[src/hw/rtl/krc_pkg.sv]
// ----------------------------------------------------------------------------
// krc_pkg
// Shared types and constants for the keyed result cache: table geometry,
// operation and status codes, and the layout of one table entry.
// ----------------------------------------------------------------------------
package krc_pkg;

   localparam int ENTRIES         = 8;
   localparam int RESULT_MAX_SIZE = 1024;
   localparam int IDENTITY_BYTES  = 32;

   localparam int IDX_W     = (ENTRIES > 1) ? $clog2(ENTRIES) : 1;
   localparam int LEN_W     = $clog2(RESULT_MAX_SIZE);
   localparam int LEN_OUT_W = 10;
   localparam int SEQ_W     = 32;
   localparam int KEY_W     = 64;

   localparam logic [SEQ_W-1:0] SEQ_MAX = '1;

   // operation codes
   localparam logic [2:0] OP_STORE         = 3'd0;
   localparam logic [2:0] OP_RETRY_LOOKUP  = 3'd1;
   localparam logic [2:0] OP_LOOKUP        = 3'd2;
   localparam logic [2:0] OP_ACK           = 3'd3;
   localparam logic [2:0] OP_CLEAR_SESSION = 3'd4;
   localparam logic [2:0] OP_CLEAR_ALL     = 3'd5;

   // status codes
   localparam logic [2:0] RSP_OK        = 3'd0;
   localparam logic [2:0] RSP_DUPLICATE = 3'd1;
   localparam logic [2:0] RSP_CONFLICT  = 3'd2;
   localparam logic [2:0] RSP_TOO_LARGE = 3'd3;
   localparam logic [2:0] RSP_INVALID   = 3'd4;
   localparam logic [2:0] RSP_NOT_FOUND = 3'd5;

   typedef struct packed {
      logic [KEY_W-1:0] session;
      logic [KEY_W-1:0] request;
      logic [KEY_W-1:0] identity;
      logic [KEY_W-1:0] payload;
      logic [LEN_W-1:0] length;
      logic [SEQ_W-1:0] seq_num;
   } entry_type;

endpackage

[src/hw/rtl/keyed_result_cache_fifo_evict.sv]
// ----------------------------------------------------------------------------
// keyed_result_cache_fifo_evict
// Table of cached results keyed by session and request key, with
// oldest-first eviction, served by one entry comparator under a sequencer.
// ----------------------------------------------------------------------------
// Usage:
//  - req_* carries one operation (store, retry lookup, lookup, acknowledge,
//    clear session, clear all) with its keys and arguments; rsp_* returns
//    exactly one status, payload handle and length per transaction.
//  - Both channels use valid/ready; a transaction moves when both are high.
//  - Store, lookups, acknowledge and clear session scan the table entry by
//    entry (registered read of the entry memory, then one pass through the
//    shared key/sequence comparator), then pass an update step and a finish
//    step that loads the response register; the sequencer returns to idle
//    in the same cycle that the response becomes valid.
//  - Clear all, unknown operations and requests that fail argument checks
//    skip the scan and go straight to the finish step.
//  - One transaction is in flight at a time; req_ready is high while the
//    sequencer is idle, also while an earlier response waits on rsp_ready.
//  - If the receiver stalls, the finished result holds in the sequencer
//    until the response register frees up.
//  - Reset marks every entry empty and clears the insertion counter; the
//    block is ready in the first cycle after reset.
// ----------------------------------------------------------------------------
module keyed_result_cache_fifo_evict
   import krc_pkg::*;
(
   input  logic                 clock,
   input  logic                 reset,
   input  logic                 req_valid,
   output logic                 req_ready,
   input  logic [2:0]           req_operation,
   input  logic [KEY_W-1:0]     req_session_key,
   input  logic [KEY_W-1:0]     req_request_key,
   input  logic [KEY_W-1:0]     req_identity_word,
   input  logic [7:0]           req_identity_length,
   input  logic [KEY_W-1:0]     req_payload_word,
   input  logic [11:0]          req_payload_length,
   input  logic [11:0]          req_reader_capacity,
   output logic                 rsp_valid,
   input  logic                 rsp_ready,
   output logic [2:0]           rsp_status,
   output logic [KEY_W-1:0]     rsp_payload_out,
   output logic [LEN_OUT_W-1:0] rsp_length_out
);

   typedef enum logic [2:0] {
      S_IDLE,
      S_READ,
      S_CHECK,
      S_UPDATE,
      S_FINISH
   } state_type;

   state_type            state_ff;
   logic [ENTRIES-1:0]   valid_ff;
   logic [SEQ_W-1:0]     insert_cnt_ff;
   logic [IDX_W-1:0]     idx_ff;

   // captured transaction
   logic [2:0]           op_ff;
   logic [KEY_W-1:0]     session_ff;
   logic [KEY_W-1:0]     request_ff;
   logic [KEY_W-1:0]     identity_ff;
   logic [KEY_W-1:0]     payload_ff;
   logic [LEN_W-1:0]     plen_ff;
   logic [11:0]          cap_ff;

   // scan results
   logic                 match_found_ff;
   logic [IDX_W-1:0]     match_idx_ff;
   logic [KEY_W-1:0]     match_identity_ff;
   logic [KEY_W-1:0]     match_payload_ff;
   logic [LEN_W-1:0]     match_length_ff;
   logic                 free_found_ff;
   logic [IDX_W-1:0]     free_idx_ff;
   logic                 oldest_found_ff;
   logic [IDX_W-1:0]     oldest_idx_ff;
   logic [SEQ_W-1:0]     oldest_ff;

   // finished result and response register
   logic [2:0]           res_status_ff;
   logic [KEY_W-1:0]     res_payload_ff;
   logic [LEN_W-1:0]     res_length_ff;
   logic                 rsp_valid_ff;
   logic [2:0]           rsp_status_ff;
   logic [KEY_W-1:0]     rsp_payload_ff;
   logic [LEN_OUT_W-1:0] rsp_length_ff;

   // entry memory
   entry_type            entry_mem [ENTRIES];
   entry_type            rd_entry_ff;
   entry_type            wr_entry;
   logic                 mem_we;
   logic [IDX_W-1:0]     wr_idx;

   logic                 req_fire;
   logic                 key_eq;
   logic                 session_eq;
   logic                 seq_lt;
   logic                 last_idx;
   logic                 store_bad_arg;
   logic                 store_bad_len;
   state_type            start_state;
   logic [2:0]           start_status;

   assign req_ready = (state_ff == S_IDLE);
   assign req_fire  = req_valid && req_ready;

   assign rsp_valid       = rsp_valid_ff;
   assign rsp_status      = rsp_status_ff;
   assign rsp_payload_out = rsp_payload_ff;
   assign rsp_length_out  = rsp_length_ff;

   assign store_bad_arg = (req_session_key == '0) || (req_request_key == '0) ||
                          (req_identity_length != 8'(IDENTITY_BYTES));
   assign store_bad_len = (req_payload_length == '0) ||
                          ({1'b0, req_payload_length} >= 13'(RESULT_MAX_SIZE));

   // first step and early status of an accepted transaction
   always_comb begin
      start_state  = S_READ;
      start_status = RSP_OK;
      case (req_operation)
         OP_STORE: begin
            if (store_bad_arg) begin
               start_status = RSP_INVALID;
               start_state  = S_FINISH;
            end else if (store_bad_len) begin
               start_status = RSP_TOO_LARGE;
               start_state  = S_FINISH;
            end
         end
         OP_RETRY_LOOKUP: begin
            if (req_identity_length != 8'(IDENTITY_BYTES) ||
                req_reader_capacity == '0) begin
               start_status = RSP_INVALID;
               start_state  = S_FINISH;
            end
         end
         OP_LOOKUP: begin
            if (req_reader_capacity == '0) begin
               start_status = RSP_INVALID;
               start_state  = S_FINISH;
            end
         end
         OP_ACK, OP_CLEAR_SESSION: begin
         end
         OP_CLEAR_ALL: begin
            start_state = S_FINISH;
         end
         default: begin
            start_status = RSP_INVALID;
            start_state  = S_FINISH;
         end
      endcase
   end

   // shared entry comparator
   assign session_eq = (rd_entry_ff.session == session_ff);
   assign key_eq     = session_eq && (rd_entry_ff.request == request_ff);
   assign seq_lt     = (rd_entry_ff.seq_num < oldest_ff);
   assign last_idx   = (idx_ff == IDX_W'(ENTRIES - 1));

   // store target: first free slot, else lowest sequence, else slot zero
   always_comb begin
      if (free_found_ff) begin
         wr_idx = free_idx_ff;
      end else if (oldest_found_ff) begin
         wr_idx = oldest_idx_ff;
      end else begin
         wr_idx = '0;
      end
      wr_entry.session  = session_ff;
      wr_entry.request  = request_ff;
      wr_entry.identity = identity_ff;
      wr_entry.payload  = payload_ff;
      wr_entry.length   = plen_ff;
      wr_entry.seq_num  = insert_cnt_ff + SEQ_W'(1);
      mem_we = (state_ff == S_UPDATE) && (op_ff == OP_STORE) && !match_found_ff;
   end

   always_ff @(posedge clock) begin
      if (mem_we) begin
         entry_mem[wr_idx] <= wr_entry;
      end
      if (state_ff == S_READ) begin
         rd_entry_ff <= entry_mem[idx_ff];
      end
   end

   always_ff @(posedge clock) begin
      if (reset) begin
         state_ff      <= S_IDLE;
         valid_ff      <= '0;
         insert_cnt_ff <= '0;
         rsp_valid_ff  <= 1'b0;
      end else begin
         if (rsp_valid_ff && rsp_ready && state_ff != S_FINISH) begin
            rsp_valid_ff <= 1'b0;
         end
         case (state_ff)
            S_IDLE: begin
               if (req_fire) begin
                  op_ff           <= req_operation;
                  session_ff      <= req_session_key;
                  request_ff      <= req_request_key;
                  identity_ff     <= req_identity_word;
                  payload_ff      <= req_payload_word;
                  plen_ff         <= LEN_W'(req_payload_length);
                  cap_ff          <= req_reader_capacity;
                  idx_ff          <= '0;
                  match_found_ff  <= 1'b0;
                  free_found_ff   <= 1'b0;
                  oldest_found_ff <= 1'b0;
                  oldest_ff       <= SEQ_MAX;
                  res_payload_ff  <= '0;
                  res_length_ff   <= '0;
                  res_status_ff   <= start_status;
                  state_ff        <= start_state;
                  if (req_operation == OP_CLEAR_ALL) begin
                     valid_ff <= '0;
                  end
               end
            end
            S_READ: begin
               state_ff <= S_CHECK;
            end
            S_CHECK: begin
               if (!match_found_ff && valid_ff[idx_ff] && key_eq) begin
                  match_found_ff    <= 1'b1;
                  match_idx_ff      <= idx_ff;
                  match_identity_ff <= rd_entry_ff.identity;
                  match_payload_ff  <= rd_entry_ff.payload;
                  match_length_ff   <= rd_entry_ff.length;
               end
               if (!free_found_ff && !valid_ff[idx_ff]) begin
                  free_found_ff <= 1'b1;
                  free_idx_ff   <= idx_ff;
               end
               if (seq_lt) begin
                  oldest_found_ff <= 1'b1;
                  oldest_idx_ff   <= idx_ff;
                  oldest_ff       <= rd_entry_ff.seq_num;
               end
               if (op_ff == OP_CLEAR_SESSION && valid_ff[idx_ff] && session_eq) begin
                  valid_ff[idx_ff] <= 1'b0;
               end
               if (last_idx) begin
                  state_ff <= S_UPDATE;
               end else begin
                  idx_ff   <= idx_ff + IDX_W'(1);
                  state_ff <= S_READ;
               end
            end
            S_UPDATE: begin
               state_ff <= S_FINISH;
               case (op_ff)
                  OP_STORE: begin
                     if (match_found_ff) begin
                        res_status_ff <= (match_identity_ff == identity_ff) ?
                                         RSP_DUPLICATE : RSP_CONFLICT;
                     end else begin
                        valid_ff[wr_idx] <= 1'b1;
                        insert_cnt_ff    <= wr_entry.seq_num;
                        res_status_ff    <= RSP_OK;
                     end
                  end
                  OP_RETRY_LOOKUP, OP_LOOKUP: begin
                     if (!match_found_ff) begin
                        res_status_ff <= RSP_NOT_FOUND;
                     end else if (op_ff == OP_RETRY_LOOKUP &&
                                  match_identity_ff != identity_ff) begin
                        res_status_ff <= RSP_CONFLICT;
                     end else if (12'(match_length_ff) >= cap_ff) begin
                        res_status_ff <= RSP_INVALID;
                     end else begin
                        res_status_ff  <= RSP_OK;
                        res_payload_ff <= match_payload_ff;
                        res_length_ff  <= match_length_ff;
                     end
                  end
                  OP_ACK: begin
                     if (match_found_ff) begin
                        valid_ff[match_idx_ff] <= 1'b0;
                        res_status_ff          <= RSP_OK;
                     end else begin
                        res_status_ff <= RSP_NOT_FOUND;
                     end
                  end
                  default: begin
                     res_status_ff <= RSP_OK;
                  end
               endcase
            end
            S_FINISH: begin
               // hand over once the response register is free
               if (!rsp_valid_ff || rsp_ready) begin
                  rsp_valid_ff   <= 1'b1;
                  rsp_status_ff  <= res_status_ff;
                  rsp_payload_ff <= res_payload_ff;
                  rsp_length_ff  <= LEN_OUT_W'(res_length_ff);
                  state_ff       <= S_IDLE;
               end
            end
            default: begin
               state_ff <= S_IDLE;
            end
         endcase
      end
   end

   a_rsp_from_finish: assert property (@(posedge clock) disable iff (reset)
      $rose(rsp_valid_ff) |-> ($past(state_ff) == S_FINISH))
      else $error("response raised outside finish state");

   a_clear_all_empties: assert property (@(posedge clock) disable iff (reset)
      (req_fire && req_operation == OP_CLEAR_ALL) |=> (valid_ff == '0))
      else $error("clear all left valid entries");

   a_fail_no_payload: assert property (@(posedge clock) disable iff (reset)
      (rsp_valid_ff && rsp_status_ff != RSP_OK) |->
         (rsp_payload_ff == '0 && rsp_length_ff == '0))
      else $error("failed transaction carries payload");

   a_store_write_target: assert property (@(posedge clock) disable iff (reset)
      (mem_we && free_found_ff) |-> !valid_ff[wr_idx])
      else $error("store overwrote a valid entry while a free slot existed");

endmodule
[config.mk]
export PLATFORM = sky130hd
export DESIGN_NAME = keyed_result_cache_fifo_evict
export DESIGN_NICKNAME = d
export VERILOG_FILES = /design/src/hw/rtl/krc_pkg.sv /design/src/hw/rtl/keyed_result_cache_fifo_evict.sv
export SDC_FILE = /design/constraint.sdc
export NUM_CORES = 2
export LEC_CHECK = 0
export BUFFER_PORTS_ARGS = -buffer_cell sky130_fd_sc_hd__buf_4
export CORE_AREA = 2 2 468 470
export DETAILED_ROUTE_END_ITERATION = 6
export DIE_AREA = 0 0 470 472
export GPL_ROUTABILITY_DRIVEN = 0
export PLACE_DENSITY = 0.77
export SLEW_MARGIN = 10
export SYNTH_ARGS = -nofsm -noshare
export SYNTH_HDL_FRONTEND = slang
export SYNTH_SLANG_ARGS = --single-unit
[constraint.sdc]
create_clock -name clock -period 28.2 [get_ports clock]
set_clock_uncertainty 0.1 [all_clocks]
set_input_delay 5.64 -clock clock [delete_from_list [all_inputs] [get_ports clock]]
set_output_delay 5.64 -clock clock [all_outputs]
set_load 0.05 [all_outputs]
== Yosys cells after proc, flatten, opt, wreduce, memory -nomap -nowiden ==
Memories as Yosys holds them, arrays and structs flattened. A register that Yosys moved wholly into a read port is not among the register bits.
Index checks and enable logic that the tools add are counted.

* Flip-flop bits (word level): 664
* Bits in writable memories: 2384
* Output and inout bits: 79
* Memories: 1

* $add $sub $neg: 2
* Magnitude comparators: 9
* Equal/unequal tests: 35
* Muxes and demuxes: 70
* Bitwise logic cells: 7
* Reduce and logical (&&, ||, !) cells: 51

{| class="wikitable"
|+ Memory list
! memory !! words !! width !! rd ports !! clocked after Yosys merged registers in !! wr ports !! RTL line !! RTL
|-
| entry_mem || 8 || 298 || 1 || 1 || 1 || keyed_result_cache_fifo_evict.sv:91 || <nowiki>entry_type entry_mem [ENTRIES];</nowiki>
|}

{| class="wikitable"
|+ Operators with widths
! cell !! number
|-
| 2-to-1 mux 64 bit || 5
|-
| equality test 64 bit || 3
|-
| zero test 64 bit || 2
|-
| case mux 64 bit (2 select lines) || 1
|-
| 2-to-1 mux 32 bit || 2
|-
| != test 64 bit || 1
|-
| case mux 32 bit (2 select lines) || 1
|-
| 2-to-1 mux 3 bit || 18
|-
| 2-to-1 mux 10 bit || 5
|-
| 2-to-1 mux 8 bit || 5
|-
| adder 32 x 1 -> 32 bit, second input constant || 1
|-
| less-than comparator 32 bit || 1
|-
| zero test 12 bit || 2
|-
| case mux 3 bit (4 select lines) || 2
|-
| case mux 8 bit (3 select lines) || 1
|-
| AND reduction 3 bit || 7
|-
| case mux 10 bit (2 select lines) || 1
|-
| equality test 3 x 2 -> 1 bit, second input constant || 6
|-
| != test 2 bit, second input constant || 9
|-
| bitwise AND 8 bit || 2
|-
| inverter 8 bit || 2
|-
| case mux 8 bit (2 select lines) || 1
|-
| AND reduction 4 bit || 4
|-
| equality test 3 bit, second input constant || 5
|-
| 30 further kinds || 87
|}

== Depth between registers and ports, before layout ==
* Depth in word-level cells: 10
* Mapped depth: 9

== Least setup slack after synthesis ==
OpenSTA, ideal clock, no wires.

* Kind: register to register
* From: register state_ff[0]
* To: memory entry_mem[2][0] in the netlist's numbering (enable)
* Setup time: 1.322 ns
* Data arrival time: 21.405 ns
* Required time: 26.778 ns
* Setup slack: 5.373 ns
* Cell stages (with the launch flop): 7
* Buffers on the path: 2
* Cells stage by stage: dfxtp_1 clkbuf_1 nand3b_1 nor2_1 nand2_1 clkbuf_1 nor3_1

* Longest elaborated chain between the ends: 5

{| class="wikitable"
|+ Ends and longest elaborated chain
! element !! RTL line !! RTL
|-
| start: declaration || keyed_result_cache_fifo_evict.sv:55 || <nowiki>state_type state_ff;</nowiki>
|-
| start signal: assignment || keyed_result_cache_fifo_evict.sv:220 || <nowiki>state_ff <= start_state;</nowiki>
|-
| equality test 3 x 2 -> 1 bit || keyed_result_cache_fifo_evict.sv:180 || <nowiki>mem_we = (state_ff == S_UPDATE) && (op_ff == OP_STORE) && !match_found_ff;</nowiki>
|-
| logical AND 1 bit (2 in a row) || keyed_result_cache_fifo_evict.sv:180 ||
|-
| 2-to-1 mux 1 bit || keyed_result_cache_fifo_evict.sv:184 || <nowiki>if (mem_we) begin</nowiki>
|-
| 2-to-1 mux 1 bit (not written as such) || keyed_result_cache_fifo_evict.sv:185 || <nowiki>entry_mem[wr_idx] <= wr_entry;</nowiki>
|-
| end: declaration || keyed_result_cache_fifo_evict.sv:91 ||
|}

Every way passes these cells.

== Worst setup path in the final report ==
* From: input req_session_key[32]
* To: register state_ff[0]

* Longest elaborated chain between the ends: 7

{| class="wikitable"
|+ Ends and longest elaborated chain
! element !! RTL line !! RTL
|-
| start: declaration || keyed_result_cache_fifo_evict.sv:33 || <nowiki>input logic [KEY_W-1:0] req_session_key,</nowiki>
|-
| zero test 64 bit || keyed_result_cache_fifo_evict.sv:115 || <nowiki>assign store_bad_arg = (req_session_key == '0) || (req_request_key == '0) ||</nowiki>
|-
| logical OR 1 bit (2 in a row) || keyed_result_cache_fifo_evict.sv:115 ||
|-
| 2-to-1 mux 3 bit || keyed_result_cache_fifo_evict.sv:126 || <nowiki>if (store_bad_arg) begin</nowiki>
|-
| case mux 3 bit (4 select lines) || keyed_result_cache_fifo_evict.sv:124 || <nowiki>case (req_operation)</nowiki>
|-
| 2-to-1 mux 3 bit || keyed_result_cache_fifo_evict.sv:204 || <nowiki>if (req_fire) begin</nowiki>
|-
| case mux 3 bit (5 select lines) || keyed_result_cache_fifo_evict.sv:202 || <nowiki>case (state_ff)</nowiki>
|}

Every way passes these cells. The select of a mux whose other input is x is not followed.
A chain may end at the register's enable or synchronous reset.

==> metrics <==
outcome complete, but fails checks; failing checks design-rule violations; Critical Path End state_ff[0]; FF-to-FF End entry_mem[0][117]; Clock H-tree levels 5; crit path capture type register; hold_ws roughly 280 ps; R2R Path Start state_ff[1]; total of max-cap violations 0; port bufs between 300 and 400; CTS Buf Count around 330; final total power between 0.01 and 0.015 W; synthesized flop and latch total around 3300; proportion of layout cells with a drive suffix above 1 between 10% and 20%; iteration count of the initial detailed-routing pass 7; minimum clock period 7630 ps; most used cell along the critical path buf_4; met1 Use GR between 30% and 40%; Most flops, register entry_mem; insertion delay to the later sink of the worst-skew pair ~980 ps; Slew @ Worst Pin 1310 ps; Final Non-Filler Cells approximately 9700; Fin. Hold Viols 0; fmax roughly 130 MHz; first-pass GRT wire length between 400 and 500 mm; initial core utilization between 50% and 60%; sequential share of the synthesized area a little over four fifths; Top Registers entry_mem x2384, rd_entry_ff x298; Max Slew Vio Count 0; Nets between 6000 and 7000; routing usage on met2 about 40%; post-cts gate resize count 0; RSZ-0062 raised after global routing no; largest net degree at the start of global routing approximately 170; WP data required 28870 ps; Die H approximately 470 microns; crit path launch type input port; DR vias/cell 6.48; CP startpoint req_session_key[32]; hold path cells 0; WL final 283 mm; drt wl/cell 29.1 microns; Post-synth EDFFs approximately 3300; GRT Max-Usage Layer met2; post-synth net total between 6000 and 7000; TritonCTS clock tree yes; CTS Root Cell clkbuf_16; number of flip-flops in the largest register roughly 2400; core area roughly 220000 sq um; detailed placement HPWL between 100 and 150 mm; Final Util 62.4%; final setup violation count 0; WP data arrival about 8300 ps; worst reg2reg path depth 7; routed vias around 63000; initial antenna violation count 7; TNS Setup 0 ps; hold crit path type register to register; Max IR drop VDD ~0.067 mV; Avg Inst Size Synth a little under 20 sq um; met3 Track Usage GR ~4.6%; Synth Cell Area between 100000 and 150000 sq um; die footprint roughly 220000 sq um; Worst Setup Path Type input port to register; CTS max path bufs 4; clk sinks 3346; Ports 374; fin crit share between 20% and 30%; Residual DRC 1; PD cells 74.3 nW/um^2; DP Cell Count roughly 9100; crit-path max FO 4; Synth cell types between 60 and 70; FILL cells 14100; Clk pin slew, worst setup/hold paths ~60 ps; vias in the first global route 63100; final antenna-violating net count 0; Slew HR between 10% and 20%; Post-CTS Setup Bufs 0; drt first-iter violations between 8000 and 9000; worst-path cell chain buf_4 -> nor4_2 -> nand4_1 -> nor4_1 -> buf_4 -> nor3_1 -> a21o_1 -> a21oi_1 -> nor2_1; YS warnings 0; # rows roughly 170; Post-CTS Hold Buffers 0; gr ovfl total 0; P&R area growth vs syn 14.1%; Die X 470 microns; Cells after Synth ~6100; ys flop type edfxtp_1; Crit path largest cell delay just over 800 ps; slowest CP cell nor4_2; total track usage between 20% and 30%; ys async rst share 0%; leak pwr about 43 nW; reg2reg setup slack 22700 ps
## per-layer routing
layer / vias up / share of wire, % / wire (microns)
met1: 32000 / 38 / 108000
met4: 8 / 2.4 / 6780
met2: 4071 / 48 / 137000
met5: - / 0.017 / 48
li1: 26400 / - / -
met3: 528 / 11 / 31000
## worst min path at each step
stage / to / slack, ps / start
2_1_floorplan: match_identity_ff[0] / 300 / rd_entry_ff[106]
3_3_place_gp: match_payload_ff[24] / 300 / rd_entry_ff[66]
3_5_place_dp: match_identity_ff[35] / 300 / rd_entry_ff[141]
4_1_cts: rsp_payload_out[39] / 270 / res_payload_ff[39]
5_1_grt: rsp_payload_out[39] / 280 / res_payload_ff[39]
6_report: rsp_payload_out[39] / 280 / res_payload_ff[39]
## area by class of cell
| type | count | area, sq um | share of cell area [%] |
|---|---|---|---|
| repair buffers | 464 | 3760 | 2.78 |
| clock inverters | 159 | 1530 | 1.13 |
| well taps | 2854 | 3570 | 2.64 |
| multi-input cells | 2399 | 17200 | 12.8 |
| diodes | 3 | 7.51 | 0.00555 |
| flip-flops and latches | 3346 | 100000 | 74.0 |
| clock buffers | 419 | 8760 | 6.48 |
| inverters | 79 | 297 | 0.219 |
## kinds of logic after synthesis
group	share of synthesized area [%]
fa+ha+maj	0.464
flops	84.4
xor+xnor	1.61
mux	0.00844
simple gates	3.98
buf+inv	1.20
compound gates	8.34
## synth_stat cells, types with 6 or more instances
| library cell | n | area [sq um] |
|---|---|---|
| a21o_1 | 12 | 90.1 |
| a21oi_1 | 25 | 125 |
| a22oi_1 | 1193 | 8960 |
| a31oi_1 | 7 | 43.8 |
| and2_1 | 75 | 469 |
| and3_1 | 15 | 93.8 |
| buf_1 | 12 | 45.0 |
| clkbuf_1 | 286 | 1070 |
| dfxtp_1 | 44 | 881 |
| edfxtp_1 | 3302 | 99200 |
| ha_1 | 44 | 551 |
| inv_1 | 77 | 289 |
| nand2_1 | 56 | 210 |
| nand2b_1 | 50 | 313 |
| nand3_1 | 35 | 175 |
| nand4_1 | 354 | 2210 |
| nor2_1 | 75 | 282 |
| nor2b_1 | 13 | 81.3 |
| nor3_1 | 28 | 140 |
| nor3b_1 | 7 | 52.6 |
| nor4_1 | 71 | 444 |
| o21ai_0 | 27 | 135 |
| o22ai_1 | 13 | 81.3 |
| or3_1 | 6 | 37.5 |
| xnor2_1 | 103 | 902 |
| xor2_1 | 115 | 1010 |
## power breakdown
| group | internal [W] | switching (W) |
|---|---|---|
| combinational | 0.0000886 | 0.000171 |
| clock | 0.00244 | 0.00179 |
| sequential | 0.00550 | 0.0000630 |
## metrics by stage
stage	area, sq um	worst slack (ps)
floorplan	119000	5370
global placement	125000	19590
detailed placement	125000	19630
CTS	135000	20510
global route	135000	20440
finish	135000	20570
## placed cells by master (no fill, tap or decap), types with 22 or more instances in the layout
cell          n
nand2_1      56
o21ai_0      27
clkbuf_1     79
edfxtp_1   3302
clkinv_2     49
inv_1        77
buf_12       22
and2_1       75
nand2b_1     50
dfxtp_1      44
nand4_1     354
xnor2_1     103
xor2_1      115
clkbuf_16   336
a22oi_1    1193
nor2_1       69
a21oi_1      25
nor4_1       66
nand3_1      35
ha_1         44
bufinv_16    26
buf_4       442
clkinv_1     61
## critical path, delay by kind of cell
kind                   cells  cell delay (ps)
AOI/OAI and AO/OA          2              390
buffers and inverters      2              270
and+or+nand+nor            5             1980
Note: power is estimated with default switching activity, not from simulation.
